<file path="src/hdl/lsf_pkg.sv">
package lsf_pkg;

    localparam int unsigned LSF_MAX_POINTS = 4096;
    localparam int unsigned LSF_X_BITS     = 16;
    localparam int unsigned LSF_Y_BITS     = 24;
    localparam int unsigned LSF_FRAC_BITS  = 16;

    localparam int unsigned LSF_OUT_W  = 48;
    localparam int unsigned LSF_QDEPTH = 4;

    typedef enum logic [1:0] {
        ST_OK    = 2'd0,
        ST_DEGEN = 2'd1,
        ST_CLIP  = 2'd2
    } t_fit_status;

endpackage

</file>
<file path="src/hdl/lsf_front.sv">
module lsf_front
    import lsf_pkg::*;
#(
    parameter int unsigned MAX_POINTS = LSF_MAX_POINTS,
    parameter int unsigned X_BITS     = LSF_X_BITS,
    parameter int unsigned Y_BITS     = LSF_Y_BITS,
    localparam int unsigned CW     = $clog2(MAX_POINTS+1),
    localparam int unsigned SUMS_W = CW + (X_BITS+CW) + (Y_BITS+CW) + (2*X_BITS+CW)
                                     + (X_BITS+Y_BITS+CW) + 1
) (
    input  logic                     i_clk,
    input  logic                     i_rst_n,
    input  logic                     i_valid,
    input  logic signed [X_BITS-1:0] i_x,
    input  logic signed [Y_BITS-1:0] i_y,
    input  logic                     i_last,
    output logic                     o_push,
    output logic [SUMS_W-1:0]        o_sums,
    output logic [1:0]               o_lasts
);
    localparam int unsigned SX_W  = X_BITS + CW;
    localparam int unsigned SY_W  = Y_BITS + CW;
    localparam int unsigned SXX_W = 2*X_BITS + CW;
    localparam int unsigned SXY_W = X_BITS + Y_BITS + CW;

    // stage A: captured point
    logic                     r_a_v, r_a_last;
    logic signed [X_BITS-1:0] r_a_x;
    logic signed [Y_BITS-1:0] r_a_y;
    // stage B: products
    logic                            r_b_v, r_b_last;
    logic signed [X_BITS-1:0]        r_b_x;
    logic signed [Y_BITS-1:0]        r_b_y;
    logic signed [2*X_BITS-1:0]      r_b_xx;
    logic signed [X_BITS+Y_BITS-1:0] r_b_xy;
    // accumulators
    logic [CW-1:0]           r_cnt, n_cnt;
    logic signed [SX_W-1:0]  r_sx, n_sx;
    logic signed [SY_W-1:0]  r_sy, n_sy;
    logic signed [SXX_W-1:0] r_sxx, n_sxx;
    logic signed [SXY_W-1:0] r_sxy, n_sxy;
    logic                    r_drop, n_drop;

    always_ff @(posedge i_clk) begin
        r_a_x  <= i_x;
        r_a_y  <= i_y;
        r_b_x  <= r_a_x;
        r_b_y  <= r_a_y;
        r_b_xx <= r_a_x * r_a_x;
        r_b_xy <= r_a_x * r_a_y;
    end

    always_comb begin
        n_cnt  = r_cnt;
        n_sx   = r_sx;
        n_sy   = r_sy;
        n_sxx  = r_sxx;
        n_sxy  = r_sxy;
        n_drop = r_drop;
        if (r_b_v) begin
            if (r_cnt < CW'(MAX_POINTS)) begin
                n_cnt = r_cnt + 1'b1;
                n_sx  = r_sx + SX_W'(r_b_x);
                n_sy  = r_sy + SY_W'(r_b_y);
                n_sxx = r_sxx + SXX_W'(r_b_xx);
                n_sxy = r_sxy + SXY_W'(r_b_xy);
            end else begin
                n_drop = 1'b1;
            end
        end
    end

    assign o_push  = r_b_v & r_b_last;
    assign o_sums  = {n_cnt, n_sx, n_sy, n_sxx, n_sxy, n_drop};
    assign o_lasts = 2'(r_a_last) + 2'(r_b_last);

    always_ff @(posedge i_clk) begin
        if (!i_rst_n) begin
            r_a_v    <= 1'b0;
            r_a_last <= 1'b0;
            r_b_v    <= 1'b0;
            r_b_last <= 1'b0;
            r_cnt    <= '0;
            r_sx     <= '0;
            r_sy     <= '0;
            r_sxx    <= '0;
            r_sxy    <= '0;
            r_drop   <= 1'b0;
        end else begin
            r_a_v    <= i_valid;
            r_a_last <= i_valid & i_last;
            r_b_v    <= r_a_v;
            r_b_last <= r_a_last;
            if (o_push) begin
                // set pushed into the queue; start a fresh one
                r_cnt  <= '0;
                r_sx   <= '0;
                r_sy   <= '0;
                r_sxx  <= '0;
                r_sxy  <= '0;
                r_drop <= 1'b0;
            end else begin
                r_cnt  <= n_cnt;
                r_sx   <= n_sx;
                r_sy   <= n_sy;
                r_sxx  <= n_sxx;
                r_sxy  <= n_sxy;
                r_drop <= n_drop;
            end
        end
    end
endmodule

</file>
<file path="config.mk">
export PLATFORM = sky130hd
export DESIGN_NAME = lsf_front
export DESIGN_NICKNAME = d
export VERILOG_FILES = /design/src/hdl/lsf_pkg.sv /design/src/hdl/lsf_front.sv
export SDC_FILE = /design/constraint.sdc
export NUM_CORES = 2
export LEC_CHECK = 0
export BUFFER_PORTS_ARGS = -buffer_cell sky130_fd_sc_hd__buf_2
export CAP_MARGIN = 30
export CORE_MARGIN = 1.5
export CORE_UTILIZATION = 55
export CTS_CLUSTER_DIAMETER = 200
export CTS_CLUSTER_SIZE = 8
export DETAILED_ROUTE_END_ITERATION = 8
export PLACE_DENSITY = 0.74
export SLEW_MARGIN = 15
export SYNTH_ARGS = -nofsm -noshare
export SYNTH_HDL_FRONTEND = slang
export SYNTH_SLANG_ARGS = --single-unit
</file>
<file path="constraint.sdc">
create_clock -name i_clk -period 8 [get_ports i_clk]
set_clock_uncertainty 0.05 [all_clocks]
set_input_delay 0.4 -clock i_clk [delete_from_list [all_inputs] [get_ports i_clk]]
set_output_delay 0.4 -clock i_clk [all_outputs]
set_load 0.05 [all_outputs]
</file>
After elaboration in Yosys (flattened, before gate mapping)
Cells that the tools add are included.
{"block": "word_totals", "reg_bits": 334, "latch_bits": 0, "ramBits": 0, "rom_bits": 0, "input_bits": 44, "out_inout_bits": 181, "wordCells": 41, "memories": 0}
{"block": "op_classes", "n_addsub": 6, "multipliers": 2, "div_mod_pow": 0, "n_lt_le_gt_ge": 1, "n_eq_ne": 0, "n_shift": 0, "mux": 12, "n_bitwise": 3, "n_reduce_logical": 1}
{"operator": "2-to-1 mux 53 bit", "n": 2}
{"operator": "2-to-1 mux 45 bit", "n": 2}
{"operator": "2-to-1 mux 37 bit", "n": 2}
{"operator": "2-to-1 mux 29 bit", "n": 2}
{"operator": "adder 53 x 40 -> 53 bit", "n": 1}
{"operator": "adder 45 x 32 -> 45 bit", "n": 1}
{"operator": "multiplier 16 x 24 -> 40 bit", "n": 1}
{"operator": "adder 37 x 24 -> 37 bit", "n": 1}
{"operator": "multiplier 16 x 16 -> 32 bit", "n": 1}
{"operator": "adder 29 x 16 -> 29 bit", "n": 1}
{"operator": "2-to-1 mux 13 bit", "n": 2}
{"operator": "adder 13 x 1 -> 13 bit (second input constant)", "n": 1}
{"operator": "< comparator 13 bit (second input constant)", "n": 1}
{"operator": "adder 1 x 1 -> 2 bit", "n": 1}
{"operator": "bitwise AND 1 bit", "n": 2}
{"operator": "2-to-1 mux 1 bit", "n": 2}
{"operator": "OR reduction 2 bit", "n": 1}
{"operator": "NOT 1 bit", "n": 1}

Logic depth before layout (Yosys ltp)
{"block": "logic_depth", "ltp_word": 3, "ltp_mapped": 27, "depth_no_buf": 25}

Worst setup path before layout
Ideal clock, no wire load.
{"block": "synth_timing", "path_type": "register to register", "start": "reg r_a_x[2]", "end": "reg r_b_xy[29]", "setup_time_ps": 72, "arrival_time_ps": 6401, "required_time_ps": 7878, "slack_ps": 1477, "stages_incl_launch_ff": 24, "path_buffers": 2, "period_less_slack_ps": 6523, "cell_sequence": "dfxtp_1 > clkbuf_1 > clkbuf_1 > nand2_1 > fa_1 > fa_1 > fa_1 > inv_1 > fa_1 > fa_1 > inv_1 > fa_1 > inv_1 > ha_1 > a21oi_1 > o21ai_0 > a2111oi_0 > a21oi_1 > nor2b_1 > o31a_1 > o41ai_2 > o311ai_0 > a21oi_1 > xnor2_1"}
{"block": "synth_via", "elab_chain_cells": 1}
{"item": "from (decl)", "line_no": "lsf_front.sv:28", "source": "logic signed [X_BITS-1:0] r_a_x;"}
{"item": "from (signal assigned)", "line_no": "lsf_front.sv:45", "source": "r_a_x <= i_x;"}
{"item": "multiplier 16 x 24 -> 40 bit", "line_no": "lsf_front.sv:50", "source": "r_b_xy <= r_a_x * r_a_y;"}
{"item": "to (signal assigned)", "line_no": "lsf_front.sv:50"}
{"item": "to (decl)", "line_no": "lsf_front.sv:35", "source": "logic signed [X_BITS+Y_BITS-1:0] r_b_xy;"}
No other way between the ends.
A chain may end at the register's enable or synchronous reset.

Worst setup path in the final report
{"block": "layout_timing", "start": "reg r_a_x[8]", "end": "reg r_b_xy[38]"}
The elaborated chain is that of the path after synthesis.

==> flow_metrics.py <==
metrics = {
    "run_status": {
        "outcome": "finished clean",
    },
    "finish": {
        "fin_nets": 5941,
        "drive_above_1_share_pct": 7.396,
        "n_fill_cell": 6421,
        "syn_to_final_growth_pct": 9.215,
    },
    "sta": {
        "slew_headroom_pct": 37.06,
        "final_max_slew_viol_count": 0,
        "final.period_utilization_pct": 88.45,
        "setup_viol": 0,
        "hold_viol": 0,
        "grt_setup_unrepaired": "no",
        "clock.fmax_mhz": 141.3,
        "fin_tns_setup_ns": 0,
        "period_needed_ns": 7.076,
        "tightestPinTransition_ns": 0.9441,
    },
    "route": {
        "drc": 0,
        "drt_first_pass_iters": 5,
        "drt_iter0_drc": 2367,
        "vias_per_cell": 5.546,
        "vias": 32710,
        "postRouteAntennaNets": 0,
        "wl_per_cell_um": 17.74,
        "finalWirelength_mm": 104.6,
    },
    "worst_setup_path": {
        "reg2reg_slack_ns": 0.92,
        "rr_endpoint": "r_b_xy[38]",
        "critical_path_class": "flip-flop to flip-flop",
        "worst_setup_path_start_kind": "flip-flop",
        "reg2reg_from": "r_a_x[8]",
        "worst_setup_path_end_kind": "flip-flop",
        "cp_max_fo": 16,
        "cp.required_ns": 8.47,
        "reg2reg_depth": 22,
        "cp.arrival_ns": 7.55,
    },
    "floorplan": {
        "die_width_um": 276.1,
        "die_h_um": 276.1,
        "start_util_pct": 55.94,
        "rows": 99,
        "coreArea_um2": 73330,
        "ios": 225,
        "die-area_um2": 76230,
    },
    "logic_synthesis": {
        "synth_flop_cell": "dfxtp_1",
        "synth.yosys.seq_area_share_pct": 16.20,
        "async_flop_share_pct": 0,
        "yosysMostFrequentCell": "inv_1",
        "yosys_warnings": 0,
        "synth_top_area_share_pct": 30.11,
        "synth_fp_nets": 5761,
        "synthTopCellsByCount": "803 x inv_1, 680 x nand2_1, 617 x fa_1",
        "synth.avg_cell_area_um2": 8.630,
        "yosys.area.top_type": "fa_1",
        "synth-edff-count": 0,
        "synth_cell_types": 78,
        "ys_top_cells_by_area": "fa_1 30%, dfxtp_1 16%, ha_1 11%, inv_1 7.3%, nand2_1 6.2%",
        "netlist_area_um2": 41020,
        "yosys_register_bits": 332,
        "synth_cells": 4753,
    },
    "min_path": {
        "min_to": "r_a_v",
        "min_from": "i_rst_n",
        "hp-class": "input port to flip-flop",
        "hold_path_depth": 2,
    },
    "placed_design": {
        "dpl.hpwl_mm": 82.75,
        "io_buffers": 224,
        "gp_congestion": 0.9433,
    },
    "cts": {
        "root_buffer": "clkbuf_16",
        "clk_latency_ns": 0.61,
        "ctsResizeCount": 0,
        "cts-buffers-inserted": 47,
        "postCtsSetupBuffers": 0,
        "cts_sinks": 332,
        "cts.clk_slew.worst_paths_ns": 0.05,
        "cts_tree": "built",
        "htree_levels": 2,
        "cts_buffer_depth": 3,
    },
    "global_route": {
        "grt_pass1_wl_mm": 170.3,
        "grt_max_degree": 98,
        "track_usage_pct": 27.80,
        "overflow": 0,
        "antenna_found_initial": 5,
        "grt_pass1_vias": 33140,
    },
    "flow_run": {
        "cap_violations": 0,
    },
}
==> worst max-delay path by stage <==
stage,startpoint,end,slack (ns),depth (start not counted)
after floorplan,r_a_x[2],r_b_xy[29],1.48,23
after global placement,r_a_x[3],r_b_xy[29],1.14,24
after detailed placement,r_a_x[1],r_b_xy[29],1.00,21
after CTS,r_a_x[1],r_b_xy[29],0.97,21
after global routing,r_a_x[1],r_b_xy[29],0.36,21
final,r_a_x[8],r_b_xy[38],0.92,22
==> stage by stage <==
step / cells / utilization, % / area [µm²] / worst slack (ns) / hold WS [ns]
detailed placement: 5799 / 58.73 / 43070 / 1.001 / 0.3848
finish: 5898 / 61.09 / 44800 / 0.9241 / 0.08509
global placement: 5797 / 58.69 / 43040 / 1.137 / 0.3763
global route: 5894 / 61.08 / 44790 / 0.3613 / 0.1120
CTS: 5893 / 61.07 / 44780 / 0.9731 / 0.06636
floorplan: 4753 / - / 41020 / 1.477 / 0.2790
==> sequential cells by signal, summed over array words and instances (netlist names) <==
register  flops
r_b_xx       31
r_b_v         1
r_sxy        53
r_b_xy       40
r_drop        1
r_b_y        24
r_a_x        16
r_b_x        15
r_a_v         1
r_sx         29
r_cnt        13
r_b_last      1
r_sxx        45
r_sy         37
r_a_y        24
r_a_last      1
==> cell families (layout without fill, tap and decap cells) <==
group | after synthesis | after routing | share of synthesized area (%)
fa+ha+maj | 964 | 964 | 40.70
mux | 21 | 21 | 0.5216
flops | 332 | 332 | 16.20
simple gates | 1404 | 1404 | 16.14
other cells | 0 | 4 | 0
buf+inv | 992 | 1174 | 9.126
compound gates | 822 | 822 | 12.66
xor+xnor | 218 | 218 | 4.655
==> placed cells by master (no fill, tap or decap), types with 13 or more instances in the layout <==
cell / synthesis / final
inv_1: 803 / 803
nand2_1: 680 / 678
fa_1: 617 / 617
ha_1: 347 / 347
dfxtp_1: 332 / 332
and2_1: 305 / 304
a21oi_1: 276 / 276
buf_2: 3 / 224
nor2_1: 167 / 167
o21ai_0: 163 / 163
xnor2_1: 140 / 140
a21o_1: 114 / 114
xor2_1: 78 / 78
nand3_1: 55 / 55
clkbuf_16: 0 / 48
buf_4: 2 / 48
dlygate4sd3_1: 0 / 43
o21bai_1: 38 / 38
and3_1: 35 / 35
nor3_1: 33 / 33
a31oi_1: 30 / 30
o21a_1: 28 / 28
nand4_1: 28 / 28
nand2b_1: 25 / 25
a211oi_1: 22 / 22
o31ai_1: 19 / 19
nor2b_1: 19 / 18
mux2i_1: 18 / 18
o211ai_1: 13 / 13
o21ai_1: 13 / 13
==> worst max-delay path: stages, from the launching register on <==
cell and delay, ns:
dfxtp_1 0.90, buf_4 0.31, nand2_1 0.09, fa_1 0.51
inv_1 0.05, fa_1 0.48, fa_1 0.56, fa_1 0.49
fa_1 0.52, inv_1 0.05, fa_1 0.47, inv_1 0.04
ha_1 0.38, a21oi_1 0.28, o21ai_0 0.14, nor2_1 0.14
o2bb2ai_2 0.22, o311a_1 0.23, o31ai_1 0.10, or4_1 0.44
a31o_1 0.24, a21oi_2 0.15, xnor2_1 0.14
==> layer usage <==
layer,wire length [µm],part of all wire (%),vias up,track usage (%)
met4,3205,3.1,0,8.684
met1,44410,42,15990,36.94
li1,-,-,15450,-
met3,8246,7.9,195,5.721
met5,0,0,-,0
met2,48790,47,1076,45.64
==> what timing repair did <==
item	in CTS	in global routing
hold buffers	43	0
endpoints found under the setup margin	0	0
endpoints found under the hold margin	42	0
==> area by class of cell <==
type / instances / area [µm²] / share of cell area [%]
tap: 959 / 1200 / 2.678
clock inverter: 3 / 80.08 / 0.1787
timing repair buffer: 320 / 1994 / 4.452
clock buffer: 48 / 1201 / 2.681
sequential: 332 / 6646 / 14.84
antenna: 4 / 10.01 / 0.02234
inverter: 803 / 3014 / 6.728
multi-input combinational: 3429 / 30650 / 68.42
Power is not shown: default switching activity piles up to over one toggle a cycle in this logic, so the estimate is an artifact.
