==> config.mk <==
export PLATFORM = sky130hd
export DESIGN_NAME = lsf_back
export DESIGN_NICKNAME = d
export VERILOG_FILES = /design/src/hdl/lsf_pkg.sv /design/src/hdl/lsf_back.sv
export SDC_FILE = /design/constraint.sdc
export NUM_CORES = 2
export LEC_CHECK = 0
export BUFFER_PORTS_ARGS = -buffer_cell sky130_fd_sc_hd__buf_2
export CAP_MARGIN = 20
export CORE_ASPECT_RATIO = 1.1
export CORE_MARGIN = 5
export CORE_UTILIZATION = 35
export DETAILED_ROUTE_END_ITERATION = 8
export PLACE_DENSITY = 0.49
export SETUP_SLACK_MARGIN = 0.2
export SLEW_MARGIN = 0
export SYNTH_ARGS = -nofsm -noshare
export SYNTH_HDL_FRONTEND = slang
export SYNTH_SLANG_ARGS = --single-unit
==> constraint.sdc <==
create_clock -name i_clk -period 11.8 [get_ports i_clk]
set_input_delay 0 -clock i_clk [delete_from_list [all_inputs] [get_ports i_clk]]
set_output_delay 0 -clock i_clk [all_outputs]
set_load 0.02 [all_outputs]
==> src/hdl/lsf_pkg.sv <==
package lsf_pkg;

    localparam int unsigned LSF_MAX_POINTS = 4096;
    localparam int unsigned LSF_X_BITS     = 16;
    localparam int unsigned LSF_Y_BITS     = 24;
    localparam int unsigned LSF_FRAC_BITS  = 16;

    localparam int unsigned LSF_OUT_W  = 48;
    localparam int unsigned LSF_QDEPTH = 4;

    typedef enum logic [1:0] {
        ST_OK    = 2'd0,
        ST_DEGEN = 2'd1,
        ST_CLIP  = 2'd2
    } t_fit_status;

endpackage

==> src/hdl/lsf_back.sv <==
module lsf_back
    import lsf_pkg::*;
#(
    parameter int unsigned MAX_POINTS = LSF_MAX_POINTS,
    parameter int unsigned X_BITS     = LSF_X_BITS,
    parameter int unsigned Y_BITS     = LSF_Y_BITS,
    parameter int unsigned FRAC_BITS  = LSF_FRAC_BITS,
    localparam int unsigned CW     = $clog2(MAX_POINTS+1),
    localparam int unsigned SUMS_W = CW + (X_BITS+CW) + (Y_BITS+CW) + (2*X_BITS+CW)
                                     + (X_BITS+Y_BITS+CW) + 1
) (
    input  logic                 i_clk,
    input  logic                 i_rst_n,
    input  logic                 i_q_empty,
    input  logic [SUMS_W-1:0]    i_q_head,
    output logic                 o_q_pop,
    input  logic                 i_out_pop,
    output logic                 o_out_valid,
    output logic [LSF_OUT_W-1:0] o_slope,
    output logic [LSF_OUT_W-1:0] o_intercept,
    output logic [1:0]           o_fit_status
);
    localparam int unsigned SX_W  = X_BITS + CW;
    localparam int unsigned SY_W  = Y_BITS + CW;
    localparam int unsigned SXX_W = 2*X_BITS + CW;
    localparam int unsigned SXY_W = X_BITS + Y_BITS + CW;
    localparam int unsigned WW    = Y_BITS + 2*X_BITS + 2*CW + 2;
    localparam int unsigned DW    = WW + FRAC_BITS + 2;
    localparam int unsigned QW    = (DW > LSF_OUT_W + 1) ? DW : LSF_OUT_W + 1;
    localparam int unsigned MCW   = $clog2(WW+1);
    localparam int unsigned DCW   = $clog2(DW+1);
    // field offsets inside the packed set
    localparam int unsigned O_SXY = 1;
    localparam int unsigned O_SXX = O_SXY + SXY_W;
    localparam int unsigned O_SY  = O_SXX + SXX_W;
    localparam int unsigned O_SX  = O_SY + SY_W;
    localparam int unsigned O_CNT = O_SX + SX_W;
    localparam logic [QW-1:0] POS_LIM = QW'((49'd1 << (LSF_OUT_W-1)) - 49'd1);
    localparam logic [QW-1:0] NEG_LIM = QW'(49'd1 << (LSF_OUT_W-1));

    typedef enum logic [5:0] {
        S_IDLE = 6'b000001,
        S_MSET = 6'b000010,
        S_MRUN = 6'b000100,
        S_CHK  = 6'b001000,
        S_DSET = 6'b010000,
        S_DRUN = 6'b100000
    } t_state;

    t_state r_state;

    logic signed [WW-1:0] r_n, r_sx, r_sy, r_sxx, r_sxy;
    logic                 r_drop;
    logic [2:0]           r_op;
    logic [MCW-1:0]       r_mcnt;
    logic [WW-1:0]        r_ma, r_mb, r_acc, n_acc;
    logic                 r_mneg;
    logic signed [WW-1:0] r_first, r_d, r_n1, r_n2, prod;
    logic signed [WW-1:0] op_a, op_b, num;
    logic [WW-1:0]        abs_a, abs_b, abs_num, abs_d;

    logic                 r_dsel, r_dneg, r_clip;
    logic [DCW-1:0]       r_dcnt;
    logic [DW-1:0]        r_nq, r_den, n_nq;
    logic [DW:0]          r_rem, rem2;
    logic                 ge;
    logic [QW-1:0]        qz;
    logic [LSF_OUT_W-1:0] mag, sat_res, r_slope;
    logic                 sat_clip;

    logic                 r_ov;
    logic [LSF_OUT_W-1:0] r_oslope, r_oint;
    t_fit_status          r_ostat;

    // multiplier operand selection
    always_comb begin
        case (r_op)
            3'd0:    begin op_a = r_n;  op_b = r_sxx; end
            3'd1:    begin op_a = r_sx; op_b = r_sx;  end
            3'd2:    begin op_a = r_n;  op_b = r_sxy; end
            3'd3:    begin op_a = r_sx; op_b = r_sy;  end
            3'd4:    begin op_a = r_sy; op_b = r_sxx; end
            default: begin op_a = r_sx; op_b = r_sxy; end
        endcase
    end

    assign abs_a   = op_a[WW-1] ? WW'(-op_a) : WW'(op_a);
    assign abs_b   = op_b[WW-1] ? WW'(-op_b) : WW'(op_b);
    assign n_acc   = r_mb[0] ? r_acc + r_ma : r_acc;
    assign prod    = r_mneg ? -$signed(n_acc) : $signed(n_acc);

    assign num     = r_dsel ? r_n2 : r_n1;
    assign abs_num = num[WW-1] ? WW'(-num) : WW'(num);
    assign abs_d   = r_d[WW-1] ? WW'(-r_d) : WW'(r_d);

    // restoring divider step
    assign rem2 = {r_rem[DW-1:0], r_nq[DW-1]};
    assign ge   = (rem2 >= {1'b0, r_den});
    assign n_nq = {r_nq[DW-2:0], ge};

    // saturation to the output width
    always_comb begin
        qz       = QW'(n_nq);
        sat_clip = 1'b0;
        if (r_dneg) begin
            if (qz > NEG_LIM) begin
                sat_clip = 1'b1;
                mag      = LSF_OUT_W'(NEG_LIM);
            end else begin
                mag = LSF_OUT_W'(qz);
            end
            sat_res = LSF_OUT_W'(0) - mag;
        end else begin
            if (qz > POS_LIM) begin
                sat_clip = 1'b1;
                mag      = LSF_OUT_W'(POS_LIM);
            end else begin
                mag = LSF_OUT_W'(qz);
            end
            sat_res = mag;
        end
    end

    assign o_q_pop = (r_state == S_IDLE) & ~i_q_empty & ~r_ov;

    always_ff @(posedge i_clk) begin
        if (!i_rst_n) begin
            r_state <= S_IDLE;
            r_ov    <= 1'b0;
        end else begin
            if (i_out_pop) begin
                r_ov <= 1'b0;
            end
            unique case (r_state)
                S_IDLE: begin
                    if (o_q_pop) begin
                        r_state <= S_MSET;
                    end
                end
                S_MSET: r_state <= S_MRUN;
                S_MRUN: begin
                    if (r_mcnt == MCW'(WW-1)) begin
                        r_state <= (r_op == 3'd5) ? S_CHK : S_MSET;
                    end
                end
                S_CHK: begin
                    if (r_d == '0) begin
                        r_ov    <= 1'b1;
                        r_state <= S_IDLE;
                    end else begin
                        r_state <= S_DSET;
                    end
                end
                S_DSET: r_state <= S_DRUN;
                S_DRUN: begin
                    if (r_dcnt == DCW'(DW-1)) begin
                        if (r_dsel) begin
                            r_ov    <= 1'b1;
                            r_state <= S_IDLE;
                        end else begin
                            r_state <= S_DSET;
                        end
                    end
                end
                default: r_state <= S_IDLE;
            endcase
        end
    end

    always_ff @(posedge i_clk) begin
        unique case (r_state)
            S_IDLE: begin
                r_n    <= WW'(i_q_head[O_CNT +: CW]);
                r_sx   <= WW'($signed(i_q_head[O_SX +: SX_W]));
                r_sy   <= WW'($signed(i_q_head[O_SY +: SY_W]));
                r_sxx  <= WW'($signed(i_q_head[O_SXX +: SXX_W]));
                r_sxy  <= WW'($signed(i_q_head[O_SXY +: SXY_W]));
                r_drop <= i_q_head[0];
                r_op   <= 3'd0;
                r_dsel <= 1'b0;
                r_clip <= 1'b0;
            end
            S_MSET: begin
                r_ma   <= abs_a;
                r_mb   <= abs_b;
                r_mneg <= op_a[WW-1] ^ op_b[WW-1];
                r_acc  <= '0;
                r_mcnt <= '0;
            end
            S_MRUN: begin
                r_acc  <= n_acc;
                r_ma   <= {r_ma[WW-2:0], 1'b0};
                r_mb   <= {1'b0, r_mb[WW-1:1]};
                r_mcnt <= r_mcnt + 1'b1;
                if (r_mcnt == MCW'(WW-1)) begin
                    r_op <= r_op + 1'b1;
                    if (!r_op[0]) begin
                        r_first <= prod;
                    end else begin
                        case (r_op[2:1])
                            2'd0:    r_d  <= r_first - prod;
                            2'd1:    r_n1 <= r_first - prod;
                            default: r_n2 <= r_first - prod;
                        endcase
                    end
                end
            end
            S_CHK: begin
                if (r_d == '0) begin
                    r_oslope <= '0;
                    r_oint   <= '0;
                    r_ostat  <= ST_DEGEN;
                end
            end
            S_DSET: begin
                // round to nearest: (|num| * 2^(F+1) + |d|) / (2 |d|)
                r_nq   <= (DW'(abs_num) << (FRAC_BITS + 1)) + DW'(abs_d);
                r_den  <= DW'(abs_d) << 1;
                r_dneg <= num[WW-1] ^ r_d[WW-1];
                r_rem  <= '0;
                r_dcnt <= '0;
            end
            S_DRUN: begin
                r_rem  <= ge ? rem2 - {1'b0, r_den} : rem2;
                r_nq   <= n_nq;
                r_dcnt <= r_dcnt + 1'b1;
                if (r_dcnt == DCW'(DW-1)) begin
                    if (!r_dsel) begin
                        r_slope <= sat_res;
                        r_clip  <= sat_clip;
                        r_dsel  <= 1'b1;
                    end else begin
                        r_oslope <= r_slope;
                        r_oint   <= sat_res;
                        r_ostat  <= (r_clip | sat_clip | r_drop) ? ST_CLIP : ST_OK;
                    end
                end
            end
            default: ;
        endcase
    end

    assign o_out_valid  = r_ov;
    assign o_slope      = r_oslope;
    assign o_intercept  = r_oint;
    assign o_fit_status = r_ostat;
endmodule

Word level (Yosys, flattened, before mapping)

Cells that the tools add are included.
W data, S select, Z words.

Flip-flop bits (word level): 1228
Bits of input ports: 182
Output and inout bits: 100
Word-level logic and storage cells: 152

$add $sub $neg: 13
$lt $le $gt $ge: 3
Equal/unequal tests: 20
Mux-type cells: 55
Bitwise gates (word level): 11
Reduce and logical (&&, ||, !) cells: 21

Operators with widths:

| operator                | number |
|---|---|
| $pmux W84 S2            | 4 |
| $mux W84                | 7 |
| $mux W48                | 9 |
| $neg A84 Y84            | 5 |
| $pmux W102 S2           | 2 |
| $pmux W84 S3            | 1 |
| $pmux W48 S2            | 2 |
| $ge A103 B85 Y1         | 1 |
| $add A101 B84 Y102      | 1 |
| $gt A102 B47 Y1 const B | 1 |
| $gt A102 B48 Y1 const B | 1 |
| $mux W102               | 1 |
| $sub A102 B85 Y102      | 1 |
| $add A84 B84 Y84        | 1 |
| $logic_not A84 Y1       | 1 |
| $sub A84 B84 Y84        | 1 |
| $sub A1 B48 Y48 const A | 1 |
| $pmux W6 S6             | 1 |
| $pmux W7 S2             | 2 |
| $mux W6                 | 3 |
| $reduce_and A4 Y1       | 4 |
| $add A7 B1 Y7 const B   | 2 |
| $eq A7 B7 Y1 const B    | 2 |
| $ne A2 B2 Y1 const B    | 6 |
| other kinds (29)        | 63 |

Depth between registers and ports, before layout

Depth in word-level cells: 10
Mapped depth: 35
Gate-level depth less buffers: 35

Worst setup path after synthesis

No wires, ideal clock.

Path kind: reg-to-reg
Start point: register r_state[5]
End point: register r_state[0]
Setup time: 0.114 ns
Arrival time: 10.599 ns
Required time: 11.686 ns
Slack: 1.087 ns
Cell stages (with the launch flop): 8
Buffers on the path: 0
Clock period less this slack: 10.713 ns
Path through: dfxtp_1 -> nor2_1 -> nand2_1 -> nor3b_1 -> or2_2 -> or4_1 -> o211ai_1 -> a21o_1

Cells in the longest elaborated chain, start to end: 5
Elaborated cells on any way between the ends: 13
Classes of those cells: eq/ne: 9; mux: 1; bitwise: 2; reduce/logical: 1

RTL lines:

| what                        | RTL line                         | RTL |
|---|---|---|
| start, declared             | lsf_back.sv:50                   | `t_state r_state;` |
| start signal, assigned      | lsf_back.sv:143                  | `r_state <= (r_op == 3'd5) ? S_CHK : S_MSET;` |
| $eq A6 B1 Y1                | lsf_back.sv:124, lsf_back.sv:134 |  |
| $and A1 B1 Y1 (2 in series) | lsf_back.sv:124                  | `assign o_q_pop = (r_state == S_IDLE) & ~i_q_empty & ~r_ov;` |
| $ne A2 B2 Y1 (no line)      | -                                |  |
| $reduce_and A3 Y1 (no line) | -                                |  |

Parallel ways exist; a longest one is shown, timed or not.
A chain may end at the register's enable or synchronous reset.

Final worst setup path

Start point: register r_acc[14]
End point: register r_d[76] (data pin)

Cells in the longest elaborated chain, start to end: 5

RTL lines:

| what                   | RTL line        | RTL |
|---|---|---|
| start, declared        | lsf_back.sv:56  | `logic [WW-1:0] r_ma, r_mb, r_acc, n_acc;` |
| start signal, assigned | lsf_back.sv:191 | `r_acc <= n_acc;` |
| $add A84 B84 Y84       | lsf_back.sv:89  | `assign n_acc = r_mb[0] ? r_acc + r_ma : r_acc;` |
| $mux W84 (*)           | lsf_back.sv:89  |  |
| $neg A84 Y84           | lsf_back.sv:90  | `assign prod = r_mneg ? -$signed(n_acc) : $signed(n_acc);` |
| $mux W84 (*)           | lsf_back.sv:90  |  |
| $sub A84 B84 Y84 (*)   | lsf_back.sv:201 | `2'd0: r_d <= r_first - prod;` |
| end signal, assigned   | lsf_back.sv:201 |  |
| end, declared          | lsf_back.sv:58  | `logic signed [WW-1:0] r_first, r_d, r_n1, r_n2, prod;` |

Every way passes the cells marked *; elsewhere a longest branch is shown, timed or not.

==> flow_metrics.env <==
export IMPL_synth_edf_count=1221
export IMPL_synth_top_area_share_pct=49.04
export IMPL_rows=178
export IMPL_gr_max_usage_layer="met2"
export IMPL_cts_tree="yes"
export IMPL_final_antenna_net_count=0
export IMPL_clockBufferDepth=3
export IMPL_p_per_area_nw_per_um2=211.9
export IMPL_grt_util_met3_pct=2.375
export IMPL_report_final_slew_viol_count=0
export IMPL_placedCellCount=10250
export IMPL_nFillCells=20350
export IMPL_gr_usage_met1_pct=25.72
export IMPL_cp_required_ps=12300
export IMPL_setup_violations=0
export IMPL_wirelength_um=219300
export IMPL_tns_ps=0
export IMPL_yosysTopAreaCell="edfxtp_1"
export IMPL_core_area_um2=213100
export IMPL_multiInputGateArea_um2=35690
export IMPL_area_delta_synth_final_pct=17.32
export IMPL_antenna_found_initial=7
export IMPL_max_slew_margin_rel_pct=27.00
export IMPL_portBuffers=281
export IMPL_drv_cap=0
export IMPL_max_stage_delay_ps=600
export IMPL_critPathTopFamily="compound AO/OA/AOI/OAI gates"
export IMPL_path_common_cell="nand2_1"
export IMPL_post_dp_hpwl_um=161200
export IMPL_stdcell_count=10870
export IMPL_drive_gt1_share_pct=8.692
export IMPL_wl_per_cell_um=20.18
export IMPL_clockRootBuffer="clkbuf_16"
export IMPL_cts_sinks=1228
export IMPL_dieArea_um2=223000
export IMPL_synth_area_top_cells="edfxtp_1 (49%), ha_1 (5.5%), a21oi_1 (5.0%), xnor2_1 (4.3%), nor2_1 (3.4%)"
export IMPL_yosysWarnings=0
export IMPL_cts_resized=0
export IMPL_vias_per_cell=5.360
export IMPL_start_util_pct=35.08
export IMPL_synthFlopType="edfxtp_1"
export IMPL_path_max_fanout=9
export IMPL_critPathKind="reg -> reg"
export IMPL_ys_types=106
export IMPL_synth_seq_cells=1228
export IMPL_die_h_um=494.8
export IMPL_cts_buffers=142
export IMPL_seqCellArea_um2=36810
export IMPL_status="completed"
export IMPL_insertion_delay_ps=810
export IMPL_crit_slowest_cell="or4_1"
export IMPL_syn_inst=7412
export IMPL_grt_pass1_wl_um=339900
export IMPL_worst_pin_slew_ps=1088
export IMPL_hold_viol=0
export IMPL_grt_overflow=0
export IMPL_dieWidth_um=450.7
export IMPL_cts_setup_buffers=0
export IMPL_drtIter0Drc=4156
export IMPL_worstPathArrival_ps=10120
export IMPL_async_flop_share_pct=0
export IMPL_drc=0
export IMPL_final_common_cell="edfxtp_1"
export IMPL_period_minus_slack_ps=9613
export IMPL_grt_met2_usage_pct=32.00
export IMPL_yosysSeqAreaShare_pct=49.22
export IMPL_syn_cell_area_um2=74770
export IMPL_rsz0062_at_grt="no"
export IMPL_grt_pass1_vias=58020
export IMPL_worst_path_buf_inv=1
export IMPL_io_pins=282
export IMPL_place_gp_congestion=0.8802
export IMPL_dr_pass1_iters=6
export IMPL_max_freq_mhz=104.0
export IMPL_hold_class="in -> reg"
export IMPL_hold_buffers=362
export IMPL_endpoint_kind="flop"
export IMPL_start_kind="flop"
export IMPL_vias=58260
export IMPL_track_usage_pct=19.15
export IMPL_final_nets=8478
export IMPL_p_leak_nw=31.66
export IMPL_peakVddDrop_mv=0.1595
export IMPL_syn_num_nets=7926
export IMPL_clk_pin_slew_ps=60
export IMPL_min_period_over_period_pct=81.46
export IMPL_fin_skew_ps=58.42
export IMPL_final_cell_mix="edfxtp_1 (1221), a21oi_1 (744), nor2_1 (672), nand2_1 (633), o21ai_0 (415)"
export IMPL_synth_area_per_cell_um2=10.09
export IMPL_grt_max_degree=142
export IMPL_h_tree_depth=4
==> cell usage after synthesis (all sizes together), types with 23 or more instances <==
library cell and number:
mux2 25, or2 42, xnor2 366, mux2i 105, and4 23, nand3 149, nand2 633, nand4 106
a21boi 30, o211ai 39, ha 328, xor2 247, a21oi 747, and2 219, nand2b 76, nor4 67
a211oi 41, buf 41, clkbuf 275, a221oi 24, or3 53, a222oi 29, nor3b 27, o41ai 25
or4 44, nor2b 53, o31ai 62, o21a 49, nor2 677, a31oi 75, edfxtp 1221, a21o 199
nor3 159, inv 313, and3 94, o21bai 47, o21ai 436
==> final timing paths <==
path	from	endpoint	slack, ps	cells past startpoint
max reg2reg	r_acc[14]	r_d[76]	2190	33
max	r_acc[14]	r_d[76]	2190	33
min	i_rst_n	r_state[1]	100	4
min reg2reg	r_slope[15]	o_slope[15]	510	1
==> tightest hold or removal path, delay by kind of cell <==
kind                   cells  cell delay, ps
and+or+nand+nor            2             160
buffers and inverters      2             680
==> stage by stage <==
stage / utilization (%) / instance area, um2 / hold slack [ps] / total power [mW] / setup slack (ps)
6_report: 41.16 / 87720 / 99.44 / 18.58 / 2187
5_1_grt: 41.16 / 87720 / 74.99 / 19.81 / 1547
4_1_cts: 41.14 / 87690 / 5.616 / 18.74 / 2130
3_5_place_dp: 37.16 / 79200 / 178.1 / 13.92 / 2210
3_3_place_gp: 37.16 / 79200 / 177.0 / 13.84 / 2243
2_1_floorplan: - / 74770 / 83.06 / 11.88 / 1087
==> where the power goes <==
group | total (mW) | internal (mW) | switching (mW)
combinational | 7.68 | 2.82 | 4.87
sequential | 6.25 | 6.00 | 0.247
clock | 4.65 | 2.75 | 1.91
==> area by class of cell <==
cell class                 count  area share [%]
sequential                  1228           41.96
multi-input combinational   5555           40.69
clock inverter                81           1.308
inverter                     313           1.348
tap                         2790           3.980
clock buffer                 175           4.239
antenna                        3        0.008558
timing repair buffer         724           6.470
==> kinds of logic after synthesis <==
group,synth area share (%)
simple gates,16.18
compound gates,16.72
flops,49.22
buf+inv,3.183
xor+xnor,7.251
fa+ha+maj,5.651
mux,1.782
other cells,0.005015
==> metal layers <==
| metal | part of all wire, % | routed length, um |
|---|---|---|
| met5 | 0.0059 | 13 |
| met3 | 4.0 | 8780 |
| met1 | 46 | 100100 |
| met4 | 3.6 | 7810 |
| met2 | 47 | 102600 |
==> registers in the layout, summed over array words and instances (netlist names), 37 cells and up <==
register     flops
o_intercept     48
o_slope         48
r_acc           84
r_d             84
r_den           84
r_first         84
r_ma            84
r_mb            84
r_n1            84
r_n2            84
r_nq           102
r_rem          102
r_slope         48
r_sxx           45
r_sxy           53
r_sy            37
(Power assumes the default switching activity.)
