==> config.mk <==
export PLATFORM = sky130hd
export DESIGN_NAME = lsf_queue
export DESIGN_NICKNAME = d
export VERILOG_FILES = /design/src/hdl/lsf_pkg.sv /design/src/hdl/lsf_queue.sv
export SDC_FILE = /design/constraint.sdc
export NUM_CORES = 1
export LEC_CHECK = 0
export BUFFER_PORTS_ARGS = -buffer_cell sky130_fd_sc_hd__buf_2
export CORE_ASPECT_RATIO = 0.5
export CORE_MARGIN = 10
export CORE_UTILIZATION = 59
export DETAILED_ROUTE_END_ITERATION = 8
export PLACE_DENSITY = 0.82
export SYNTH_ARGS = -nofsm -noshare
export SYNTH_HDL_FRONTEND = slang
export SYNTH_SLANG_ARGS = --single-unit
==> constraint.sdc <==
create_clock -name i_clk -period 3.6 [get_ports i_clk]
set_clock_uncertainty 0.2 [all_clocks]
set_input_delay 0.72 -clock i_clk [delete_from_list [all_inputs] [get_ports i_clk]]
set_output_delay 0.72 -clock i_clk [all_outputs]
set_load 0.01 [all_outputs]
==> src/hdl/lsf_pkg.sv <==
package lsf_pkg;

    localparam int unsigned LSF_MAX_POINTS = 4096;
    localparam int unsigned LSF_X_BITS     = 16;
    localparam int unsigned LSF_Y_BITS     = 24;
    localparam int unsigned LSF_FRAC_BITS  = 16;

    localparam int unsigned LSF_OUT_W  = 48;
    localparam int unsigned LSF_QDEPTH = 4;

    typedef enum logic [1:0] {
        ST_OK    = 2'd0,
        ST_DEGEN = 2'd1,
        ST_CLIP  = 2'd2
    } t_fit_status;

endpackage

==> src/hdl/lsf_queue.sv <==
module lsf_queue
    import lsf_pkg::*;
#(
    parameter int unsigned DATA_W = 8,
    parameter int unsigned DEPTH  = LSF_QDEPTH
) (
    input  logic                         i_clk,
    input  logic                         i_rst_n,
    input  logic                         i_push,
    input  logic [DATA_W-1:0]            i_data,
    input  logic                         i_pop,
    output logic [DATA_W-1:0]            o_head,
    output logic                         o_empty,
    output logic [$clog2(DEPTH+1)-1:0]   o_count
);
    localparam int unsigned AW = (DEPTH > 1) ? $clog2(DEPTH) : 1;
    localparam int unsigned CW = $clog2(DEPTH+1);

    logic [DATA_W-1:0] r_mem [DEPTH];
    logic [AW-1:0]     r_wr, r_rd;
    logic [CW-1:0]     r_cnt;

    always_ff @(posedge i_clk) begin
        if (i_push) begin
            r_mem[r_wr] <= i_data;
        end
    end

    always_ff @(posedge i_clk) begin
        if (!i_rst_n) begin
            r_wr  <= '0;
            r_rd  <= '0;
            r_cnt <= '0;
        end else begin
            if (i_push) begin
                r_wr <= (r_wr == AW'(DEPTH-1)) ? '0 : r_wr + 1'b1;
            end
            if (i_pop) begin
                r_rd <= (r_rd == AW'(DEPTH-1)) ? '0 : r_rd + 1'b1;
            end
            r_cnt <= r_cnt + CW'(i_push) - CW'(i_pop);
        end
    end

    assign o_head  = r_mem[r_rd];
    assign o_empty = (r_cnt == '0);
    assign o_count = r_cnt;
endmodule

Word-level counts from Yosys, hierarchy flattened
Memories as Yosys holds them, arrays and structs flattened. A register that Yosys moved wholly into a read port is not among the register bits.
Cells that the tools add are included.
{"block": "classes", "add_sub_neg": 4, "n_reduce_logical": 1, "n_eq_ne": 2, "mux": 6}
{"cell": "two-way mux 2 bit", "count": 4}
{"cell": "adder 2 x 1 -> 2 bit, second input constant", "count": 2}
{"cell": "== test 2 bit, second input constant", "count": 2}
{"cell": "adder 3 x 1 -> 3 bit", "count": 1}
{"cell": "logical NOT 3 bit", "count": 1}
{"cell": "subtractor 3 x 1 -> 3 bit", "count": 1}
{"cell": "two-way mux 1 bit", "count": 2}
{"block": "totals", "word_cells": 17, "in_bits": 12, "out_inout_bits": 12, "memories": 1, "ff_bits": 7, "ram_bits": 32}
{"name": "r_mem", "words": 4, "width": 8, "rd": 1, "rd_clocked_by_memory_dff": 1, "write_ports": 1, "line_no": "lsf_queue.sv:19", "source": "logic [DATA_W-1:0] r_mem [DEPTH];"}

Depth between registers and ports, before layout
Gate-level depths: netlist (run 1).
{"block": "logic_depth", "ltp_word": 4, "ltp_mapped": 8, "ltp_nobuf": 8}

Worst setup path before layout (run 1)
Ideal clock, no wire load.
{"block": "synth_timing", "path_kind": "in2reg", "startpoint": "input port i_pop", "endpoint": "register r_cnt[2], in the netlist o_count[2]", "stages": 7, "path_buffers": 0, "path_slack_ns": 1.503, "setup_time_ns": 0.117, "t_arrival_ns": 1.780, "cell_sequence": "ha_1 -> inv_1 -> ha_1 -> inv_1 -> fa_1 -> xnor3_1 -> nor2_1"}
{"block": "synth_via", "elab_chain_cells": 1}
{"item": "start: declaration", "line_no": "lsf_queue.sv:11", "source": "input logic i_pop,"}
{"item": "subtractor 3 x 1 -> 3 bit", "line_no": "lsf_queue.sv:41", "source": "r_cnt <= r_cnt + CW'(i_push) - CW'(i_pop);"}
{"item": "end signal: assignment", "line_no": "lsf_queue.sv:41"}
{"item": "end: declaration", "line_no": "lsf_queue.sv:21", "source": "logic [CW-1:0] r_cnt;"}
No other way between the ends.
A chain may end at the register's enable or synchronous reset.

==> results.py, run 1 <==
metrics = {
    "status": {
        "status": "finished clean",
    },
    "detailed_routing": {
        "route.detailed.drc": 0,
        "routed_wirelength_mm": 2.47,
        "via_count": 766,
        "wl_per_cell_um": 16.5,
        "first_pass_iters": 4,
        "vias_per_cell": 5.14,
        "first_iter_violations": 67,
        "ant_nets": 0,
    },
    "synthesis": {
        "syn-num-nets": 104,
        "syn_inst": 84,
        "synth_seq_cells": 41,
        "yosys_warnings": 0,
        "avgSynthCellArea_um2": 19.1,
        "syn_area_um2": 1600,
        "synth_largest_area_cell": "edfxtp_1",
        "synthTopCellsByArea": "edfxtp_1 60%, dfxtp_1 11%, mux4_2 11%",
        "yosysSeqAreaShare_pct": 71.2,
        "ys_types": 16,
        "yosysTopAreaCellShare_pct": 60.0,
    },
    "clocking": {
        "cts_sinks": 41,
        "cts_buffers": 5,
        "cts_htree_levels": 2,
        "cts_tree": "built",
        "cts_root_buffer": "clkbuf_8",
        "cts_buffer_depth": 2,
        "post_cts_buffers": 0,
        "path_clk_slew_ns": 0.07,
        "hold_buffers": 0,
        "clk_latency_ns": 0.28,
        "postCtsResizedCells": 0,
    },
    "sta": {
        "max_slew_margin_pct": 66.1,
        "setup_viol": 0,
        "min_period_over_period_pct": 71.7,
        "grt_setup_unrepaired": "no",
        "setup_tns_ns": 0,
        "hold_violations": 0,
        "slew_violations": 0,
        "tightest_slew_ns": 0.508,
        "fin_crit_ns": 2.58,
        "setup_ws_ns": 1.02,
        "fmax_mhz": 388,
    },
    "layout": {
        "final_common_cell": "edfxtp_1",
        "nets": 132,
        "diodes": 0,
        "final_cell_mix": "32 x edfxtp_1, 23 x buf_2, 9 x dfxtp_1",
        "layout-drive-gt1-share_pct": 33.0,
        "synthToLayoutAreaGrowth_pct": 14.1,
    },
    "global_routing": {
        "grt_max_degree": 13,
        "grt_first_pass_wirelength_mm": 4.12,
        "grt_pass1_vias": 845,
        "grt_usage_pct": 10.1,
        "antenna_found_initial": 0,
        "overflow": 0,
    },
    "worst_setup_path": {
        "crit_fanout": 8,
        "slowest_delay_ns": 0.64,
        "cpMaxStageDelayCell": "dfxtp_1",
        "start_kind": "flip-flop",
        "crit_arrival_ns": 1.66,
        "crit_type": "reg -> out",
        "rr_startpoint": "o_count[0]",
        "cp.required_ns": 2.68,
        "path_buf_inv": 1,
        "end_kind": "primary output",
        "path_cells": "mux4_2 -> buf_2",
        "critical_path.top_delay_family": "flip-flops",
    },
    "floorplan": {
        "core_area_um2": 2590,
        "initial_utilization_pct": 61.9,
        "rows": 13,
        "die_area_um2": 5320,
        "dieWidth_um": 93.7,
        "fp.dieH_um": 56.8,
        "pin_count": 24,
    },
    "min_path": {
        "hp-class": "reg -> reg",
        "hp-start": "r_wr[0]",
    },
    "pwr": {
        "ir_worst_vdd_mv": 0.249,
        "powerDensity_nw_per_um2": 534,
        "leakage_uw": 0.000689,
    },
    "run": {
        "cap_violations": 0,
    },
    "place": {
        "gp_congestion": 0.725,
        "hpwl_mm": 1.85,
        "port_buffers": 23,
        "place_ws_ns": 1.28,
    },
}
kinds of logic (layout without fill, tap and decap cells):
logic type / after synthesis / after routing / synth area share (%)
flip-flops: 41 / 41 / 71.2
AND/OR/NAND/NOR: 14 / 14 / 5.08
multiplexers: 10 / 10 / 12.5
adder cells (fa/ha/maj): 8 / 8 / 6.72
buffers and inverters: 8 / 36 / 2.42
AO/OA/AOI/OAI: 2 / 2 / 0.625
XOR/XNOR: 1 / 1 / 1.41
stage by stage:
stage / total power (uW) / cell area [um^2] / hold slack, ns / instances / utilization, %
finish: 976 / 1830 / 0.329 / 149 / 70.6
global route: 1020 / 1830 / 0.362 / 149 / 70.6
detailed placement: 715 / 1750 / 0.312 / 142 / 67.5
global placement: 705 / 1750 / 0.299 / 142 / 67.5
CTS: 983 / 1830 / 0.330 / 149 / 70.6
floorplan: 661 / 1600 / 0.276 / 84 / -
flip-flops by register name, summed over array words and instances, names as in the netlist, named ones only:
name / count
o_count: 3
r_mem: 32
r_rd: 2
r_wr: 2
per-layer routing:
metal / track usage (%) / vias up / wire length, um
met3: 4.90 / 5 / 172
met4: 4.52 / 0 / 34
li1: - / 373 / -
met2: 16.2 / 22 / 1250
met1: 11.1 / 366 / 1010
met5: 0 / - / 0
worst reg2reg max path: stages, from the launching register on:
cell and delay (ns):
dfxtp_1 0.36, inv_1 0.06, ha_1 0.26, inv_1 0.06
ha_1 0.14, inv_1 0.05, fa_1 0.36, xnor3_1 0.21
nor2_1 0.04
synth_stat cells, drive strengths merged:
cell type,n
nor3,1
inv,6
edfxtp,32
a21oi,2
ha,7
xnor3,1
fa,1
dfxtp,9
and2,5
or3b,2
buf,1
mux2i,2
nand2b,2
nor2,4
mux4,8
clkbuf,1
path summary, 6_finish.rpt:
check / cells after the start / slack, ns / to
setup / recovery: 2 / 1.02 / o_head[2]
setup reg to reg: 8 / 1.77 / o_count[2]
hold reg to reg: 2 / 0.33 / r_wr[0]
hold / removal: 2 / 0.33 / r_wr[0]
where the power goes:
group	internal, uW	total [uW]	leakage (uW)	switching [uW]
clock network	130	276	0.0000377	146
logic	74.7	136	0.000282	60.9
registers	541	564	0.000368	23.2
total	746	976	0.000689	230
cell type report:
| class | count | area [um^2] |
|---|---|---|
| Clock buffer | 5 | 68.8 |
| Clock inverter | 2 | 11.3 |
| Fill cell | 168 | 759 |
| Inverter | 6 | 22.5 |
| Multi-Input combinational cell | 35 | 422 |
| Sequential cell | 41 | 1140 |
| Tap cell | 37 | 46.3 |
| Timing Repair Buffer | 23 | 115 |
Power figures use the tool's default switching activity.
==> inputs of run 2 (changes only) <==
Settings changed: CORE_UTILIZATION 59 to 49, PLACE_DENSITY 0.82 to 0.73.
Clock period 3.6 ns to 2.2 ns, I/O delays scaled along.
==> run 2 against run 1 <==
Effect of this change:
- die area is 14% higher
- sequential share of layout area shrank 1.4 points
- critical path depth is 1 higher
- largest power group unchanged
==> results.py, run 2 (same netlist as run 1, synthesis figures left out) <==
metrics = {
    "status": {
        "status": "finished clean",
    },
    "run": {
        "cap_violations": 0,
    },
    "sta": {
        "setup_viol": 0,
        "grt_setup_unrepaired": "no",
        "fmax_mhz": 476,
        "max_slew_margin_pct": 72.7,
        "hold_violations": 0,
        "slew_violations": 0,
        "setup_tns_ns": 0,
        "min_period_over_period_pct": 95.6,
        "fin_crit_ns": 2.10,
        "tightest_slew_ns": 0.410,
    },
    "floorplan": {
        "core_area_um2": 3070,
        "fp.dieH_um": 60.4,
        "pin_count": 24,
        "initial_utilization_pct": 52.2,
        "die_area_um2": 6090,
        "rows": 14,
        "dieWidth_um": 101,
    },
    "layout": {
        "final_cell_area_um2": 1870,
        "largest-register": "r_mem",
        "diodes": 0,
        "synthToLayoutAreaGrowth_pct": 16.6,
        "final_cell_mix": "32 x edfxtp_1, 23 x buf_2, 9 x dfxtp_1",
        "fillers": 228,
        "largest_reg_flops": 32,
        "layout-drive-gt1-share_pct": 34.2,
        "multiInputGateArea_um2": 422,
        "nets": 133,
        "final_common_cell": "edfxtp_1",
        "seq_area_um2": 1140,
    },
    "min_path": {
        "hp-class": "in -> reg",
        "holdPathStages": 1,
        "min_to": "r_mem[3][4]",
        "hp-start": "i_data[4]",
    },
    "pwr": {
        "power_uw": 1720,
        "leakage_uw": 0.000708,
        "ir_worst_vdd_mv": 0.402,
        "powerDensity_nw_per_um2": 919,
    },
    "worst_setup_path": {
        "reg2reg_depth": 8,
        "r2r_end": "o_count[2]",
        "start_kind": "flip-flop",
        "rr_startpoint": "o_count[0]",
        "slowest_delay_ns": 0.52,
        "cpMaxStageDelayCell": "mux4_2",
        "r2r_slack_ns": 0.41,
        "crit_fanout": 8,
        "crit_arrival_ns": 1.46,
        "path_cells": "buf_4 -> mux4_2 -> buf_2",
        "critical_path.top_delay_family": "multiplexers",
        "path_depth": 3,
        "end_kind": "primary output",
        "path_buf_inv": 2,
        "crit_type": "reg -> out",
        "cp.required_ns": 1.56,
    },
    "clocking": {
        "path_clk_slew_ns": 0.08,
        "cts_buffer_depth": 2,
        "postCtsResizedCells": 0,
        "post_cts_buffers": 0,
        "cts_htree_levels": 2,
        "cts_tree": "built",
        "cts_sinks": 41,
        "clk_latency_ns": 0.28,
        "cts_buffers": 5,
        "cts_root_buffer": "clkbuf_8",
        "hold_buffers": 0,
    },
    "global_routing": {
        "grt_usage_pct": 8.02,
        "grt_max_degree": 14,
        "grt_first_pass_wirelength_mm": 3.71,
        "overflow": 0,
        "antenna_found_initial": 0,
        "grt_pass1_vias": 801,
    },
    "detailed_routing": {
        "ant_nets": 0,
        "first_iter_violations": 42,
        "first_pass_iters": 4,
        "via_count": 755,
        "drt-met1-wl_mm": 1.02,
        "route.detailed.drc": 0,
        "routed-wl-met2_mm": 1.09,
        "routed_wirelength_mm": 2.28,
        "vias_per_cell": 4.90,
        "wl_per_cell_um": 14.8,
        "top_layer": "met3",
        "wl_met3_um": 171,
    },
    "place": {
        "place_area_um2": 1760,
        "port_buffers": 23,
        "gp_congestion": 0.660,
    },
}
## run 2: changes by cell type in the layout (fill, tap and decap cells not counted), sizes merged
cell    previous run  this run
buf               23        24
bufinv             0         1
## run 2: how the worst max path moves through the flow
stage,start,to,slack (ns)
2_1_floorplan,i_pop,o_count[2],0.38
3_3_place_gp,i_pop,o_count[2],0.22
3_5_place_dp,i_pop,o_count[2],0.21
4_1_cts,flip-flop,o_head[2],0.07
5_1_grt,flip-flop,o_head[2],0.01
6_report,flip-flop,o_head[2],0.1
## run 2: where the power goes
group | leakage (uW) | total [uW] | switching (uW) | internal (uW)
sequential | 0.000368 | 918 | 32.5 | 885
clock | 0.0000518 | 574 | 240 | 334
combinational | 0.000288 | 226 | 102 | 123
total | 0.000708 | 1720 | 375 | 1340
## run 2: layout make-up
cell class	count	area share, %
well taps	40	2.68
flip-flops and latches	41	61.1
clock inverters	3	2.21
clock buffers	5	3.68
repair buffers	24	6.56
multi-input cells	35	22.6
inverters	6	1.21
## run 2: worst reg2reg max path, stage by stage (launching register included)
cell	delay [ns]
dfxtp_1	0.35
inv_1	0.05
ha_1	0.26
inv_1	0.05
ha_1	0.12
inv_1	0.04
fa_1	0.36
xnor3_1	0.20
nor2_1	0.04
## run 2: through the flow
stage	cells	hold slack, ns	setup WS, ns	utilization [%]
finish	154	0.166	0.0975	60.9
CTS	154	0.159	0.0684	60.9
global placement	146	0.303	0.219	57.3
detailed placement	146	0.309	0.211	57.3
floorplan	84	0.276	0.383	-
global route	154	0.157	0.0140	60.9
## run 2: metal layers
layer	vias up	GRT usage (%)
li1	374	-
met1	364	9.05
met2	17	13.2
met3	0	3.85
met4	0	3.00
met5	-	0
==> inputs of run 3 (changes only) <==
Settings changed: ABC_AREA set to 1, CORE_UTILIZATION 49 to 50, PLACE_DENSITY 0.73 to 0.74.
==> run 3 against run 2 <==
Effect of this change:
- sequential power fell by 0.8%
- synthesized cell count rose by 80%
- die area increased by 4.6%
- largest power group unchanged
- flip-flop and latch count unchanged
- clock power rose by 1%
- wire length grew 24%
- final area increased by 5.9%
==> results.py, run 3 <==
metrics = {
    "sta": {
        "hold_ws_ns": 0.165,
        "tightest_slew_ns": 0.385,
        "slew_violations": 0,
        "min_period_over_period_pct": 88.2,
        "setup_tns_ns": 0,
        "hold_violations": 0,
        "max_slew_margin_pct": 74.3,
        "fin_crit_ns": 1.94,
        "setup_viol": 0,
        "grt_setup_unrepaired": "no",
        "fmax_mhz": 515,
    },
    "synthesis": {
        "syn_area_um2": 1740,
        "avgSynthCellArea_um2": 11.5,
        "synth_edf_count": 32,
        "synthSimpleGateAreaFrac_pct": 7.85,
        "yosys_warnings": 0,
        "synthMostInstantiatedCell": "edfxtp_1",
        "postSynth.asyncResetShare_pct": 0,
        "ys_types": 16,
        "muxShareOfSynthArea_pct": 0,
        "synth-xor-area-share_pct": 0,
        "synth_commonest_cells": "32 x edfxtp_1, 31 x inv_1, 26 x nand2_1, 10 x a21oi_1",
        "synthTopCellsByArea": "edfxtp_1 55%, dfxtp_1 10%, inv_1 6.7%",
        "syn-num-nets": 171,
        "synth_ff_type": "edfxtp_1",
        "synth_compound_area_share_pct": 10.6,
        "synth_top_family_by_area": "compound AO/OA/AOI/OAI gates",
        "synthAdderAreaFrac_pct": 6.19,
        "yosysTopAreaCellShare_pct": 55.3,
        "synth_seq_cells": 41,
        "syn_inst": 151,
        "synth_largest_area_cell": "edfxtp_1",
        "yosysSeqAreaShare_pct": 65.7,
    },
    "clocking": {
        "clk_latency_ns": 0.28,
        "cts_buffers": 5,
        "cts_root_buffer": "clkbuf_8",
        "post_cts_buffers": 0,
        "cts_htree_levels": 2,
        "hold_buffers": 0,
        "cts_buffer_depth": 2,
        "path_clk_slew_ns": 0.08,
        "cts_tree": "built",
        "cts_sinks": 41,
        "postCtsResizedCells": 0,
    },
    "worst_setup_path": {
        "crit_type": "reg -> out",
        "crit_fanout": 32,
        "crit_arrival_ns": 1.30,
        "reg2reg_depth": 8,
        "r2r_slack_ns": 0.44,
        "cp.required_ns": 1.56,
        "start_kind": "flip-flop",
        "rr_startpoint": "o_count[0]",
        "end_kind": "primary output",
        "r2r_end": "o_count[2]",
    },
    "floorplan": {
        "core_area_um2": 3380,
        "die_area_um2": 6380,
        "fp.dieH_um": 61.7,
        "dieWidth_um": 103,
        "pin_count": 24,
        "rows": 15,
        "initial_utilization_pct": 51.4,
    },
    "min_path": {
        "hp-class": "in -> reg",
        "hp-start": "i_data[7]",
        "holdPathStages": 1,
        "min_to": "r_mem[2][7]",
    },
    "global_routing": {
        "grt_usage_pct": 9.81,
        "antenna_found_initial": 0,
        "grt_first_pass_wirelength_mm": 4.69,
        "grt_max_degree": 33,
        "overflow": 0,
        "grt_pass1_vias": 1054,
    },
    "detailed_routing": {
        "wl_per_cell_um": 12.7,
        "first_iter_violations": 80,
        "ant_nets": 0,
        "first_pass_iters": 4,
        "route.detailed.drc": 0,
        "vias_per_cell": 4.73,
        "routed_wirelength_mm": 2.82,
        "via_count": 1045,
    },
    "status": {
        "status": "finished clean",
    },
    "pwr": {
        "ir_worst_vdd_mv": 0.417,
        "powerDensity_nw_per_um2": 876,
        "leakage_uw": 0.000870,
    },
    "layout": {
        "nets": 198,
        "final_cell_area_um2": 1980,
        "diodes": 0,
        "final_core_util_pct": 58.6,
        "largest_reg_flops": 32,
        "final_common_cell": "edfxtp_1",
        "largest-register": "r_mem",
        "synthToLayoutAreaGrowth_pct": 13.8,
        "final_cell_mix": "32 x edfxtp_1, 31 x inv_1, 26 x nand2_1",
        "layout-drive-gt1-share_pct": 19.6,
    },
    "place": {
        "place_area_um2": 1870,
        "gp_congestion": 0.689,
        "hpwl_mm": 1.99,
        "port_buffers": 23,
    },
    "run": {
        "cap_violations": 0,
    },
}
run 3: cell families after synthesis:
kind of cell    after synthesis
buf+inv                      36
compound gates               30
fa+ha+maj                     8
simple gates                 36
flops                        41
run 3: layout make-up:
type / instances / area (um^2)
Tap cell: 42 / 52.6
Clock inverter: 3 / 41.3
Sequential cell: 41 / 1140
Clock buffer: 5 / 68.8
Multi-Input combinational cell: 74 / 428
Inverter: 31 / 116
Fill cell: 275 / 1400
Timing Repair Buffer: 25 / 130
run 3: critical path, cell delays in order (launching register included):
cell     delay, ns
dfxtp_1       0.31
buf_4         0.29
a21oi_1       0.10
o21ai_0       0.08
nand2_1       0.07
buf_2         0.15
run 3: where the power goes:
part | internal, uW | switching [uW] | total [uW]
Combinational | 93.6 | 147 | 241
Sequential | 885 | 25.9 | 911
Clock | 334 | 247 | 581
run 3: per-stage QoR:
stage | std cells | setup WS [ns] | total power (uW)
final | 221 | 0.260 | 1730
after global routing | 221 | 0.140 | 1830
after detailed placement | 213 | 0.246 | 1170
after CTS | 221 | 0.247 | 1750
after global placement | 213 | 0.291 | 1160
after floorplan | 151 | 0.440 | 1090
run 3: how the worst max path moves through the flow:
stage / end / slack [ns]
6_report: o_head[2] / 0.26
5_1_grt: o_head[6] / 0.14
4_1_cts: o_head[2] / 0.25
3_5_place_dp: o_count[2] / 0.25
3_3_place_gp: o_count[2] / 0.29
2_1_floorplan: o_count[2] / 0.44
run 3: layer usage:
| layer | routed length, um | vias to the layer above | part of all wire, % | GRT usage (%) |
|---|---|---|---|---|
| li1 | - | 547 | - | - |
| met1 | 1310 | 476 | 46 | 10.4 |
| met2 | 1340 | 17 | 48 | 17.5 |
| met3 | 123 | 5 | 4.4 | 3.20 |
| met4 | 42 | 0 | 1.5 | 5.30 |
| met5 | 0 | - | 0 | 0 |
